## src/rtl/asmh_pkg.sv

```systemverilog
// Shared types and constants for the aggregate size/mass histogram block.
package asmh_pkg;
	localparam int MAX_SIZE = 256;

	localparam logic [1:0] KIND_MOL  = 2'd0;
	localparam logic [1:0] KIND_STEP = 2'd1;
	localparam logic [1:0] KIND_BIN  = 2'd2;

	localparam logic [2:0] REG_SIZE_MASK  = 3'd0;
	localparam logic [2:0] REG_ALLOW_MASK = 3'd1;
	localparam logic [2:0] REG_EXCL_MASK  = 3'd2;
	localparam logic [2:0] REG_SIZE_MIN   = 3'd3;
	localparam logic [2:0] REG_SIZE_MAX   = 3'd4;

	localparam logic [8:0]  CNT9_MAX   = 9'h1FF;
	localparam logic [28:0] MASS29_MAX = 29'h1FFF_FFFF;

	// command from the front part to the back part
	typedef struct packed {
		logic [1:0]  kind;     // KIND_MOL = closed aggregate verdict
		logic        ok;
		logic [8:0]  size;
		logic [8:0]  count;
		logic [28:0] fmass;
		logic [28:0] wmass;
		logic [7:0]  bin;
		logic [71:0] tcounts;  // 8 x 9-bit type counts
	} cmd_t;

	function automatic logic [63:0] sat_add64(logic [63:0] a, logic [63:0] b);
		logic [64:0] s;
		s = {1'b0, a} + {1'b0, b};
		return s[64] ? '1 : s[63:0];
	endfunction

	function automatic logic [31:0] sat_add32(logic [31:0] a, logic [31:0] b);
		logic [32:0] s;
		s = {1'b0, a} + {1'b0, b};
		return s[32] ? '1 : s[31:0];
	endfunction
endpackage

```

## src/rtl/asmh_fifo.sv

```systemverilog
// Small command queue between the front and back parts.
module asmh_fifo (
	input  logic           clk,
	input  logic           arst_n,
	input  logic           wr_valid,
	output logic           wr_ready,
	input  asmh_pkg::cmd_t wr_data,
	output logic           rd_valid,
	input  logic           rd_ready,
	output asmh_pkg::cmd_t rd_data
);
	import asmh_pkg::*;

	cmd_t      mem_q [2];
	logic      wp_q, rp_q;
	logic [1:0] cnt_q;

	assign wr_ready = cnt_q != 2'd2;
	assign rd_valid = cnt_q != 2'd0;
	assign rd_data  = mem_q[rp_q];

	always_ff @(posedge clk) begin
		if (wr_valid && wr_ready) mem_q[wp_q] <= wr_data;
	end

	always_ff @(posedge clk or negedge arst_n) begin
		if (!arst_n) begin
			wp_q <= 1'b0; rp_q <= 1'b0; cnt_q <= '0;
		end else begin
			if (wr_valid && wr_ready) wp_q <= ~wp_q;
			if (rd_valid && rd_ready) rp_q <= ~rp_q;
			cnt_q <= cnt_q + 2'(wr_valid && wr_ready) - 2'(rd_valid && rd_ready);
		end
	end
endmodule

```

## config.mk

```make
export PLATFORM = sky130hd
export DESIGN_NAME = asmh_fifo
export DESIGN_NICKNAME = d
export VERILOG_FILES = /design/src/rtl/asmh_pkg.sv /design/src/rtl/asmh_fifo.sv
export SDC_FILE = /design/constraint.sdc
export NUM_CORES = 1
export LEC_CHECK = 0
export BUFFER_PORTS_ARGS = -buffer_cell sky130_fd_sc_hd__buf_2
export CORE_MARGIN = 2
export CORE_UTILIZATION = 50
export CTS_BUF_LIST = sky130_fd_sc_hd__clkbuf_2
export CTS_CLUSTER_DIAMETER = 30
export DETAILED_ROUTE_END_ITERATION = 8
export GPL_TIMING_DRIVEN = 0
export HOLD_SLACK_MARGIN = 0.1
export PLACE_DENSITY = 0.83
export SKIP_CTS_REPAIR_TIMING = 1
export SLEW_MARGIN = 25
export SYNTH_ARGS = -nofsm -noshare
export SYNTH_HDL_FRONTEND = slang
export SYNTH_SLANG_ARGS = --single-unit
```

## constraint.sdc

```tcl
create_clock -name clk -period 9.65 [get_ports clk]
set_clock_uncertainty 0.15 [all_clocks]
set_input_delay 1.93 -clock clk [delete_from_list [all_inputs] [get_ports clk]]
set_output_delay 1.93 -clock clk [all_outputs]
set_load 0.1 [all_outputs]
```

# After elaboration in Yosys (flattened, before gate mapping)
# Memories as Yosys holds them, arrays and structs flattened.
# Cells that the tools add are included.
# Widths: inputs -> output; s select.
# word_totals
regBits	4
latchBits	0
ramBits	318
romBits	0
inputBits	163
out_inout_bits	161
word_cells	14
memories	1
# mem_list
memory	depth	word_bits	rd	rd_clocked_by_memory_dff	wr	line_no	source
mem_q	2	159	1	0	1	asmh_fifo.sv:14	cmd_t mem_q [2];
# op_classes
add_sub_neg	2
mul	0
div	0
magnitude_cmp	0
eq_ne	1
n_shift	0
mux	2
bitwise_logic	2
n_reduce_logical	3
# op_table
operator	count
$add 2x1->2	1
$logic_and 1x1->1	2
$mux 1	2
$ne 2x2->1 const B	1
$not 1->1	2
$reduce_bool 2->1	1
$sub 2x1->2	1

# Longest topological paths before layout
# Gate-level depths: netlist of run 1.
# logic_depth
depth_word	4
mapped_depth	7

# Worst setup path before layout of run 1
# OpenSTA, ideal clock, no wires.
# synth_path
kind	input to register
start	input wr_valid
end	memory mem_q[0][0] in the netlist's numbering (enable)
setup_time_ns	0.681
t_arrival_ns	8.682
slack_ns	0.137
stages	2
n_path_buf	0
path_cell_list	nand2_1 nor2_1
# synth_between
elab_chain_cells	3
# synth_rtl
item	line_no	source
start: declaration	asmh_fifo.sv:5	input logic wr_valid,
$logic_and 1x1->1	asmh_fifo.sv:23	if (wr_valid && wr_ready) mem_q[wp_q] <= wr_data;
$mux 1	asmh_fifo.sv:23	
$mux 1 (implied by the code)	asmh_fifo.sv:23	
end: declaration	asmh_fifo.sv:14	
# No other way between the ends.

==> flow_summary.ini, run 1 <==
[worst_setup_path]
crit_path_end_kind = output port
cp_max_fo = 10
reg2reg_depth = 6
timing.rr.end = mem_q[0][114]
rrSetupSlack_ns = 7.39
critPathLaunchType = flip-flop
startpoint = rp_q
critPathKind = flip-flop to output port
critPathArrivalTime_ns = 2.29
critPathRequiredTime_ns = 7.57
reg2reg_from = cnt_q[1]

[sta]
finalCritPeriodShare_pct = 45.3
post-route-min-period_ns = 4.37
rsz0062_at_grt = false
relSlewSlack_pct = 64.8
max_freq_ghz = 0.229
setup_slack_ns = 5.28
finalSetupViolations = 0
hold_viol = 0
tightest_slew_ns = 0.527
setup_tns_ns = 0
maxSlewViolCount = 0
whs_ns = 0.375

[floorplanning]
placementRows = 56
initial_utilization_pct = 51.1
die_y_um = 159
ios = 324
die_x_um = 159
core_mm2 = 0.0236
die-area_mm2 = 0.0254

[clocking]
clock_sinks = 322
ctsLongestPathBuffers = 3
clock-root-buffer = clkbuf_2
clkTransAtPathRegs_ns = 0.10
clk_latency_ns = 0.77
cts_tree = yes
cts_made_buffers = 79
htree_levels = 3

[outcome]
run_status = complete, no violations

[hold_path]
whs_path_depth = 1
min_from = cnt_q[0]
hp-class = flip-flop to flip-flop
hold_end = cnt_q[0]

[placed_design]
gp_congestion = 0.744
hpwl_mm = 16.6
io_buffers = 323
place_ws_ns = 5.92

[grt]
grt_pass1_vias = 6795
grt_use_total_pct = 18.4
antenna_found_initial = 5
grt_pass1_wl_mm = 35.7
grt_max_degree = 50
gr-total-overflow = 0

[route]
firstDrtPassIters = 5
drc = 0
via_count = 6389
finalWirelength_mm = 23.8
antenna_left = 0
initialDrtViolationCount = 376
vias_per_cell = 4.91
wl_per_cell_um = 18.3

[layout]
fin_nets = 1091
layout_commonest_cell = buf_2
drive_gt1_share_pct = 64.9
layout_common_cells = buf_2 (329), edfxtp_1 (318), clkbuf_2 (115), mux2_4 (100), mux2_2 (59)
syn_to_final_growth_pct = 24.9
fillers = 1650
multi_input_area_mm2 = 0.00227
seq_area_mm2 = 0.00965

[yosys]
postSynthCellCount = 512
yosys_warnings = 0
avgSynthCellArea_um2 = 23.6
syn-cell-area_mm2 = 0.0121
synth.distinct_cells = 16
yosysSeqAreaShare_pct = 79.9
syn-num-nets = 677
ys_seq_elements = 322

[job]
max-cap-violations = 0
-- kinds of logic after synthesis --
logic type,synth area share [%]
simple gates,0.269
mux,17.9
buf+inv,1.40
xor+xnor,0.290
fa+ha+maj,0.207
flops,79.9
-- layout make-up --
type                       count  area share [%]
timing repair buffer         333            12.2
sequential                   322            64.0
antenna                        4          0.0664
buffer                        18            1.10
inverter                       1          0.0249
clock inverter                19            1.07
tap                          319            2.65
multi-input combinational    171            15.1
clock buffer                 115            3.82
-- state kept, by name (all words and copies together), names as in the netlist --
signal,count
cnt_q,2
mem_q,318
rp_q,1
wp_q,1
-- how the worst max path moves through the flow --
stage,endpoint,cells past startpoint
after floorplan,mem_q[0][0],2
after global placement,mem_q[0][109],3
after detailed placement,mem_q[0][117],6
after CTS,rd_data[147],5
after global routing,rd_data[141],5
final,rd_data[147],5
-- worst max-delay path, stage by stage, from the launching register on --
cell,delay (ns)
dfrtp_1,0.35
buf_6,0.13
buf_6,0.20
buf_6,0.22
mux2_4,0.32
buf_2,0.29
-- synth_stat cells --
cell type | instances | share of area [%]
xnor2_1 | 3 | 0.22
and2_1 | 1 | 0.052
ha_1 | 2 | 0.21
buf_2 | 6 | 0.25
xor2_1 | 1 | 0.073
mux2_4 | 100 | 12
and3_1 | 1 | 0.052
nand2_1 | 1 | 0.031
inv_1 | 1 | 0.031
edfxtp_1 | 318 | 79
dfrtp_1 | 4 | 0.83
buf_6 | 12 | 1.1
or2_2 | 1 | 0.052
nand2b_1 | 1 | 0.052
mux2_2 | 59 | 5.5
nor2_1 | 1 | 0.031
-- per-layer routing --
layer	routed length (µm)	GRT usage, %
met5	7	0
met2	12500	32.3
met3	2130	7.35
met1	8440	19.1
met4	738	9.01
-- stage by stage --
step / instances / util (%) / cell area, µm²
floorplan: 512 / - / 12100
global placement: 1154 / 59.7 / 14100
detailed placement: 1164 / 60.7 / 14300
CTS: 1298 / 63.8 / 15100
global route: 1300 / 63.9 / 15100
finish: 1302 / 63.9 / 15100
Power of run 1 is left out: the tool's default activity adds up to more than one toggle a clock period on the data nets, which glitch-free logic cannot reach.
==> inputs of run 2 (changes only) <==
clock period = 4.1 ns   (was 9.65 ns; I/O delays follow)
==> flow_summary.ini, run 2 (synthesis gave the netlist of run 1 again) <==
[worst_setup_path]
reg2reg_from = cnt_q[0]
worstSetupEndpoint = rd_data[100]
startpoint = rp_q
crit_path_cell_trace = buf_6, buf_6, buf_6, mux2_4, buf_2
cp_max_fo = 10
critPathRequiredTime_ns = 3.13
rrSetupSlack_ns = 1.76
slowest_stage = dfrtp_1
reg2reg_depth = 6
cpPeakStageDelay_ns = 0.35
critPathLaunchType = flip-flop
crit_path_end_kind = output port
timing.rr.end = mem_q[0][129]
critPathKind = flip-flop to output port
critPathArrivalTime_ns = 2.31
path_common_cell = buf_6

[grt]
antenna_found_initial = 4
grt_pass1_wl_mm = 35.8
grt_use_total_pct = 18.3
gr-total-overflow = 0
grt_pass1_vias = 6691
grt_max_degree = 48

[outcome]
run_status = complete, no violations

[clocking]
ctsLongestPathBuffers = 3
htree_levels = 3
clock-root-buffer = clkbuf_2
clock_sinks = 322
cts_tree = yes
cts_made_buffers = 81
clk_latency_ns = 0.76
clkTransAtPathRegs_ns = 0.09

[sta]
finalSetupViolations = 0
finalCritPeriodShare_pct = 80.0
max_freq_ghz = 0.305
setup_slack_ns = 0.820
setup_tns_ns = 0
rsz0062_at_grt = false
relSlewSlack_pct = 53.1
maxSlewViolCount = 0
hold_viol = 0
tightest_slew_ns = 0.703
post-route-min-period_ns = 3.28
whs_ns = 0.254

[floorplanning]
initial_utilization_pct = 51.1
ios = 324
die-area_mm2 = 0.0254
placementRows = 56
die_y_um = 159
core_mm2 = 0.0236
die_x_um = 159

[layout]
instances_no_fill = 1462
layout_commonest_cell = buf_2
largest_reg_flops = 318
layout_common_cells = buf_2 (329), edfxtp_1 (318), dlygate4sd3_1 (160), clkbuf_2 (115), mux2_4 (100)
fillers = 1432
top_regs = mem_q: 318 flops, cnt_q: 2 flops
regMostFlops = mem_q
multi_input_area_mm2 = 0.00227
seq_area_mm2 = 0.00965
fin_nets = 1253
syn_to_final_growth_pct = 38.1
drive_gt1_share_pct = 56.0

[placed_design]
hpwl_mm = 16.4
place_ws_ns = 1.30
dp_cells = 1164
gp_congestion = 0.732
io_buffers = 323

[route]
wl_per_cell_um = 19.4
finalWirelength_mm = 28.4
firstDrtPassIters = 4
antenna_left = 0
drc = 0
via_count = 7166
vias_per_cell = 4.90
initialDrtViolationCount = 430

[job]
max-cap-violations = 0

[hold_path]
hp-class = primary input to flip-flop
==> run 2: how the worst min path moves through the flow <==
stage              from       end  slack (ns)  cells after the start
2_1_floorplan  cnt_q[0]  cnt_q[0]        0.33                      1
3_3_place_gp   cnt_q[0]  cnt_q[0]        0.35                      1
3_5_place_dp   cnt_q[0]  cnt_q[0]        0.35                      1
4_1_cts          arst_n  cnt_q[0]       -0.39                      1
5_1_grt          arst_n  cnt_q[0]        0.16                      2
6_report       rd_ready      rp_q        0.25                      3
==> run 2: critical path, delay by kind of cell, from the launching register on <==
family | cells | cell delay, ns
buffers and inverters | 4 | 0.85
DFF | 1 | 0.35
muxes | 1 | 0.34
==> run 2: stage by stage <==
step,util (%),cell area [µm²]
floorplan,-,12100
global placement,59.7,14100
detailed placement,60.8,14400
CTS,63.8,15100
global route,70.6,16700
finish,70.6,16700
==> run 2: final cells by class <==
type,count,share of cell area [%]
plain buffers,18,0.990
well taps,319,2.39
repair buffers,493,20.8
flip-flops and latches,322,57.8
clock buffers,115,3.45
multi-input cells,171,13.6
diodes,5,0.0750
inverters,1,0.0225
clock inverters,18,0.795
==> run 2: routing by layer <==
metal / vias up / GRT usage (%) / wire length (µm)
li1: 3257 / - / -
met1: 3506 / 21.0 / 10200
met5: - / 0 / 0
met4: 0 / 7.02 / 517
met2: 349 / 30.8 / 15300
met3: 54 / 7.84 / 2320
Power of run 2 is left out for the same reason.
