$ cat config.mk
export PLATFORM = sky130hd
export DESIGN_NAME = asmh_front
export DESIGN_NICKNAME = d
export VERILOG_FILES = /design/src/rtl/asmh_pkg.sv /design/src/rtl/asmh_front.sv
export SDC_FILE = /design/constraint.sdc
export NUM_CORES = 1
export LEC_CHECK = 0
export ABC_AREA = 1
export BUFFER_PORTS_ARGS = -buffer_cell sky130_fd_sc_hd__buf_2
export CAP_MARGIN = 30
export CORE_AREA = 3 3 168 170
export DETAILED_ROUTE_END_ITERATION = 12
export DIE_AREA = 0 0 171 173
export PLACE_DENSITY = 0.66
export SLEW_MARGIN = 25
export SYNTH_ARGS = -nofsm -noshare
export SYNTH_HDL_FRONTEND = slang
export SYNTH_SLANG_ARGS = --single-unit
$ cat constraint.sdc
create_clock -name clk -period 4.5 [get_ports clk]
set_clock_uncertainty 0.1 [all_clocks]
set_input_delay 1.35 -clock clk [delete_from_list [all_inputs] [get_ports clk]]
set_output_delay 1.35 -clock clk [all_outputs]
set_load 0.02 [all_outputs]
$ cat src/rtl/asmh_pkg.sv
// Shared types and constants for the aggregate size/mass histogram block.
package asmh_pkg;
	localparam int MAX_SIZE = 256;

	localparam logic [1:0] KIND_MOL  = 2'd0;
	localparam logic [1:0] KIND_STEP = 2'd1;
	localparam logic [1:0] KIND_BIN  = 2'd2;

	localparam logic [2:0] REG_SIZE_MASK  = 3'd0;
	localparam logic [2:0] REG_ALLOW_MASK = 3'd1;
	localparam logic [2:0] REG_EXCL_MASK  = 3'd2;
	localparam logic [2:0] REG_SIZE_MIN   = 3'd3;
	localparam logic [2:0] REG_SIZE_MAX   = 3'd4;

	localparam logic [8:0]  CNT9_MAX   = 9'h1FF;
	localparam logic [28:0] MASS29_MAX = 29'h1FFF_FFFF;

	// command from the front part to the back part
	typedef struct packed {
		logic [1:0]  kind;     // KIND_MOL = closed aggregate verdict
		logic        ok;
		logic [8:0]  size;
		logic [8:0]  count;
		logic [28:0] fmass;
		logic [28:0] wmass;
		logic [7:0]  bin;
		logic [71:0] tcounts;  // 8 x 9-bit type counts
	} cmd_t;

	function automatic logic [63:0] sat_add64(logic [63:0] a, logic [63:0] b);
		logic [64:0] s;
		s = {1'b0, a} + {1'b0, b};
		return s[64] ? '1 : s[63:0];
	endfunction

	function automatic logic [31:0] sat_add32(logic [31:0] a, logic [31:0] b);
		logic [32:0] s;
		s = {1'b0, a} + {1'b0, b};
		return s[32] ? '1 : s[31:0];
	endfunction
endpackage

$ cat src/rtl/asmh_front.sv
// Front part: accumulates molecules and classifies each finished aggregate.
module asmh_front (
	input  logic                clk,
	input  logic                arst_n,
	input  logic                in_valid,
	output logic                in_ready,
	input  logic [1:0]          kind,
	input  logic [2:0]          species,
	input  logic [19:0]         mol_mass,
	input  logic                last_in_aggregate,
	input  logic [7:0]          bin_index,
	input  logic [7:0]          size_type_mask,
	input  logic [7:0]          allowed_type_mask,
	input  logic [7:0]          excluded_type_mask,
	input  logic [8:0]          size_min,
	input  logic [8:0]          size_max,
	output logic                cmd_valid,
	input  logic                cmd_ready,
	output asmh_pkg::cmd_t      cmd
);
	import asmh_pkg::*;

	logic [8:0]  size_q, count_q;
	logic [28:0] fmass_q, wmass_q;
	logic        allowed_q, nonexcl_q;
	logic [8:0]  tcnt_q [8];

	logic        sel;
	logic [8:0]  size_n, count_n;
	logic [28:0] fmass_n, wmass_n;
	logic        allowed_n, nonexcl_n;
	logic [71:0] tcnt_flat;
	logic [29:0] fsum, wsum;

	assign in_ready = cmd_ready;
	assign sel = size_type_mask[species];
	assign fsum = {1'b0, fmass_q} + 30'(mol_mass);
	assign wsum = {1'b0, wmass_q} + 30'(mol_mass);

	always_comb begin
		size_n    = (sel && size_q != CNT9_MAX) ? size_q + 9'd1 : size_q;
		fmass_n   = sel ? (fsum[29] ? MASS29_MAX : fsum[28:0]) : fmass_q;
		count_n   = (count_q != CNT9_MAX) ? count_q + 9'd1 : count_q;
		wmass_n   = wsum[29] ? MASS29_MAX : wsum[28:0];
		allowed_n = allowed_q & allowed_type_mask[species];
		nonexcl_n = nonexcl_q | ~excluded_type_mask[species];
		for (int t = 0; t < 8; t++) begin
			tcnt_flat[t*9 +: 9] = (3'(t) == species && tcnt_q[t] != CNT9_MAX)
				? tcnt_q[t] + 9'd1 : tcnt_q[t];
		end
	end

	always_comb begin
		cmd.kind    = kind;
		cmd.size    = size_n;
		cmd.count   = count_n;
		cmd.fmass   = fmass_n;
		cmd.wmass   = wmass_n;
		cmd.bin     = bin_index;
		cmd.tcounts = tcnt_flat;
		cmd.ok      = size_n != 9'd0 && size_n >= size_min && size_n <= size_max &&
			size_n <= 9'(MAX_SIZE) && allowed_n && nonexcl_n;
		cmd_valid = in_valid && ((kind == KIND_MOL && last_in_aggregate) ||
			kind == KIND_STEP || kind == KIND_BIN);
	end

	always_ff @(posedge clk or negedge arst_n) begin
		if (!arst_n) begin
			size_q <= '0; count_q <= '0; fmass_q <= '0; wmass_q <= '0;
			allowed_q <= 1'b1; nonexcl_q <= 1'b0;
			for (int t = 0; t < 8; t++) tcnt_q[t] <= '0;
		end else if (in_valid && in_ready && kind == KIND_MOL) begin
			if (last_in_aggregate) begin
				size_q <= '0; count_q <= '0; fmass_q <= '0; wmass_q <= '0;
				allowed_q <= 1'b1; nonexcl_q <= 1'b0;
				for (int t = 0; t < 8; t++) tcnt_q[t] <= '0;
			end else begin
				size_q <= size_n; count_q <= count_n;
				fmass_q <= fmass_n; wmass_q <= wmass_n;
				allowed_q <= allowed_n; nonexcl_q <= nonexcl_n;
				for (int t = 0; t < 8; t++) tcnt_q[t] <= tcnt_flat[t*9 +: 9];
			end
		end
	end
endmodule

; Word-level counts from Yosys, hierarchy flattened
; Cells that the tools add are included.
[totals]
rom_bits = 0
memories = 0
ramBits = 0
latchBits = 0
reg_bits = 150
out_inout_bits = 161
[op_classes]
n_lt_le_gt_ge = 4
addsub = 12
bitwise = 3
div_mod_pow = 0
muxes = 26
shifts = 0
n_reduce_logical = 23
eq_ne = 19
mul = 0
[op_table]
columns = cell, count
row1 = 29-bit two-way mux, 5
row2 = 9-bit two-way mux, 12
row3 = 9-bit by 1-bit adder with 9-bit output (second input constant), 10
row4 = 9-bit inequality test (second input constant), 10
row5 = 72-bit two-way mux, 1
row6 = 29-bit by 20-bit adder with 30-bit output, 2
row7 = 1-bit logical AND, 18
row8 = 3-bit equality test (first input constant), 4
row9 = 1-bit binary-select mux with 3-bit select, 3
row10 = 9-bit >= comparator, 1
row11 = 9-bit <= comparator, 1
row12 = 9-bit <= comparator (second input constant), 1
row13 = 9-bit nonzero test, 1
row14 = 2-bit by 3-bit equality test with 1-bit output (first input constant), 2
row15 = 1-bit two-way mux, 5
row16 = 3-bit by 4-bit less-than comparator with 1-bit output (second input constant), 1
row17 = 1-bit by 3-bit equality test with 1-bit output (first input constant), 1
row18 = 3-bit logical NOT, 1
row19 = 2-bit by 1-bit equality test with 1-bit output (second input constant), 1
row20 = 2-bit equality test (second input constant), 1
row21 = 2-bit logical NOT, 1
row22 = 1-bit logical OR, 2
row23 = 1-bit bitwise AND, 1
row24 = 1-bit inverter, 1
row25 = 1-bit OR, 1

; Logic depth before layout (Yosys ltp)
[logic_depth]
ltp_word = 10
mapped_depth = 21
mapped_depth_nobuf = 21

; Worst setup path before layout
; Ideal clock, no wire load.
[synth_timing]
kind = input -> output
from = in species[0]
to = out cmd[156] (netlist name)
arrival_ns = 3.512
cell_stages = 21
slack_ns = -0.462
n_path_buf = 2
required_time_ns = 3.050
cell_sequence = buf_6 -> inv_2 -> nand2_1 -> nand2_1 -> nand2_1 -> nand3_2 -> nand2_4 -> buf_6 -> nand3_1 -> nand2_1 -> inv_1 -> ha_1 -> a21oi_1 -> o21ai_0 -> nand2_1 -> o211ai_1 -> o21ai_0 -> nand3_1 -> nor2_1 -> nand2_1 -> nor2_1
[synth_lines]
columns = element, line_no
row1 = start: declaration, asmh_front.sv:8  ; input logic [2:0] species,
row2 = end: declaration, asmh_front.sv:19  ; output asmh_pkg::cmd_t cmd

==> metrics <==
CP bufs+invs 4; CTS sink count 150; CP most frequent cell nand2_1; htree depth 4; Post-Layout Cell Count 2,567; Worst-Margin Slew 0.8315 ns; Via Count 13,580; CP Class in -> out; WP data required 3.05 ns; number of remaining DRC errors 0; dpl cells 2,471; Critical Path End Type primary output; I/O Buffers 224; RSZ-0062 raised after global routing yes; Antenna Nets Post-Route 0; simple logic cell fraction of the synthesized area 31.52%; cells after synthesis 1,753; most common cell after layout, fill and taps aside nand2_1; CP max stage delay 0.27 ns; hold crit path type reg -> reg; area grow syn2layout 49.35%; DR WL met2 20.71 mm; CTS tree done; pre-CTS setup slack -0.5450 ns; critical path, cell by cell buf_12, nand2_1, nand2_1, nand2_1, nand3_2, nand2_4, buf_6, nand3_2, nand2_2, inv_4, ha_4, nand2_4, nor3_2, nand4_1, o21ai_1, nand3_1, nor2_1, nand2_1, nor2_4, buf_6; Die Area 29,580 sq um; die width 171 um; Fillers 2,137; worst skew pair latency 0.45 ns; Clk pin slew, worst setup/hold paths 0.07 ns; Avg Cell Area, Syn 6.880 sq um; vias in the first global route 13,730; maximum clock rate 0.2022 GHz; Mapped Area 12,060 sq um; Synth Register Bits 150; pin count of the biggest net entering global routing 67; hpwl dp 28.40 mm; ys flop type dfrtp_1; hold-fix buffers at CTS 0; critical path depth 20; P_leak 9.601 nW; min Tclk post-route 4.944 ns; DR vias/cell 5.288; Worst path top cell family by delay simple AND/OR/NAND/NOR gates; setup_tns -5.924 ns; launch point of the worst hold path fmass_q[28]$_DFFE_PN0P_; commonest cells after routing, fill and taps aside nand2_1 (456), buf_4 (266), inv_1 (242); share of cells above drive strength 1 39.08%; routed wire length per instance 16.19 um; Hold Fails Final Rpt 0; Area contributors post-synth dfrtp_1 (31%), nand2_1 (16%), inv_1 (8.1%); mux share of post-synthesis cell area 0%; DRT iter0 DRCs 833; Num CTS Buffers 17; register area share after synthesis 31.13%; CP Launch Point species[0]; Placeable Area 26,880 sq um; ant diodes 0; type of origin of the critical path primary input; area leader, netlist dfrtp_1; Crit Reg-Reg Startpoint wmass_q[0]$_DFFE_PN0P_; wire length on met3 2.788 mm; Initial DRT Pass Iterations 5; R2R depth 27; met1 wire length 16.52 mm; pwr dens 442.4 nW/um^2; Slew HR 44.57%; Starting Density 44.87%; violated checks setup timing; Finish-stage setup viols 32; Final GP Congestion 0.9239; maximum fanout along the worst path 8; Critical Path Slowest Stage Cell ha_4; initial antenna violation count 0; Clock Tree Buf Depth 2; design area 18,010 sq um; Nets 2,372; Worst VDD drop 0.0002641 V; async set-reset flop share out of synthesis 100.0%; post-synthesis net count 1,912; Yosys warnings 0; I/O pin cnt 241; post-route clock period utilization 109.9%; GRT Total Usage 27.07%; Setup WS post-layout -0.4444 ns; main combinational cell family by area after synthesis simple AND/OR/NAND/NOR gates; die height 173 um; post-synthesis adder-cell area fraction 8.320%; max cap viols 0; first-pass GRT wire length 65.73 mm; clk root buf clkbuf_16; gr ovfl total 0; status complete, but fails checks; Top Metal Used met4; Post-DP Area 15,060 sq um; Yosys top cell area share 30.92%; WP data arrival 3.49 ns; max-slew violations 0; std cell rows 60; final wirelength 41.55 mm; Netlist cell types 51; Worst Hold Path Cells 2; Synth Area in Compound Gates 12.32%; Post-synth EDFFs 0; XOR/XNOR Fraction of Synth Area 5.447%
where the power goes:
group	total (mW)	internal [mW]	switching, mW
registers	1.87	1.61	0.251
clock network	1.49	0.762	0.731
logic	4.61	2.08	2.53
routing by layer:
| layer | vias to the layer above | track usage (%) |
|---|---|---|
| li1 | 6544 | - |
| met1 | 6416 | 32.04 |
| met2 | 504 | 47.97 |
| met3 | 111 | 6.059 |
| met4 | 0 | 9.356 |
| met5 | - | 0 |
final cells by class:
class / count / area [sq um] / area share [%]
multi-input cells: 1272 / 8542 / 47.42
flip-flops and latches: 150 / 3755 / 20.85
repair buffers: 495 / 3612 / 20.05
inverters: 277 / 1076 / 5.974
clock buffers: 18 / 439.2 / 2.438
well taps: 341 / 426.7 / 2.369
clock inverters: 14 / 161.4 / 0.8961
cells in the mapped netlist, types with 22 or more instances:
library cell  number
nor2_1           115
xor2_1            67
dfrtp_1          149
a21oi_1           64
nand4_1           22
nor3_1            30
nand3_1           95
o21ai_0           88
clkbuf_1          23
nand2_1          521
ha_1              77
inv_1            261
o22ai_1           50
worst register-to-register path: stages (launching register included):
cell and delay (ns):
dfrtp_1 0.41, ha_4 0.16, inv_2 0.04, fa_2 0.38, o21ai_4 0.19, nand2_1 0.09, nand2_2 0.07, inv_2 0.05
o21ai_4 0.19, nand2_2 0.10, nand3_2 0.07, nand3_2 0.12, buf_6 0.15, buf_4 0.12, buf_4 0.12, buf_4 0.12
buf_4 0.12, buf_4 0.12, buf_4 0.12, buf_4 0.12, buf_4 0.12, buf_4 0.12, buf_4 0.12, buf_4 0.12
buf_4 0.12, buf_6 0.11, nand2_2 0.04, nand2_1 0.05
metrics by stage:
step                      power [mW]  utilization (%)  hold WS, ns
after floorplan                3.969                -       0.3533
after global placement         5.327            55.96       0.3673
after detailed placement       5.392            56.03       0.3711
after CTS                      7.521            64.15       0.3982
after global routing           8.468            67.02       0.4575
final                          7.969            67.02       0.4264
cells by family (layout without fill, tap and decap cells):
logic type	Yosys count	in the layout
compound gates	256	256
xor+xnor	75	75
fa+ha+maj	79	79
buf+inv	332	804
flops	150	150
simple gates	861	862
worst paths after layout:
kind,to,slack (ns)
min in group asynchronous,wmass_q[18]$_DFFE_PN0P_,0.80
worst max register to register,wmass_q[28]$_DFFE_PN0P_,0.65
worst max-delay path,cmd[156],-0.44
worst min-delay path,fmass_q[28]$_DFFE_PN0P_,0.43
worst min register to register,fmass_q[28]$_DFFE_PN0P_,0.43
max in group asynchronous,allowed_q$_DFFE_PN1P_,2.63
sequential cells by signal, summed over array words and instances, names as in the netlist:
register and flops:
allowed_q 1, fmass_q 29, wmass_q 29, nonexcl_q 1, tcnt_q 72, count_q 9, size_q 9
timing repair:
item / 4_1_cts / 5_1_grt
gates resized for setup: 239 / 186
pin swaps: 52 / 72
setup endpoints to repair: 61 / 68
gates cloned: 3 / 0
hold endpoints to repair: 0 / 0
buffers inserted: 48 / 16
No activity file was read; power rests on OpenSTA's default activity.
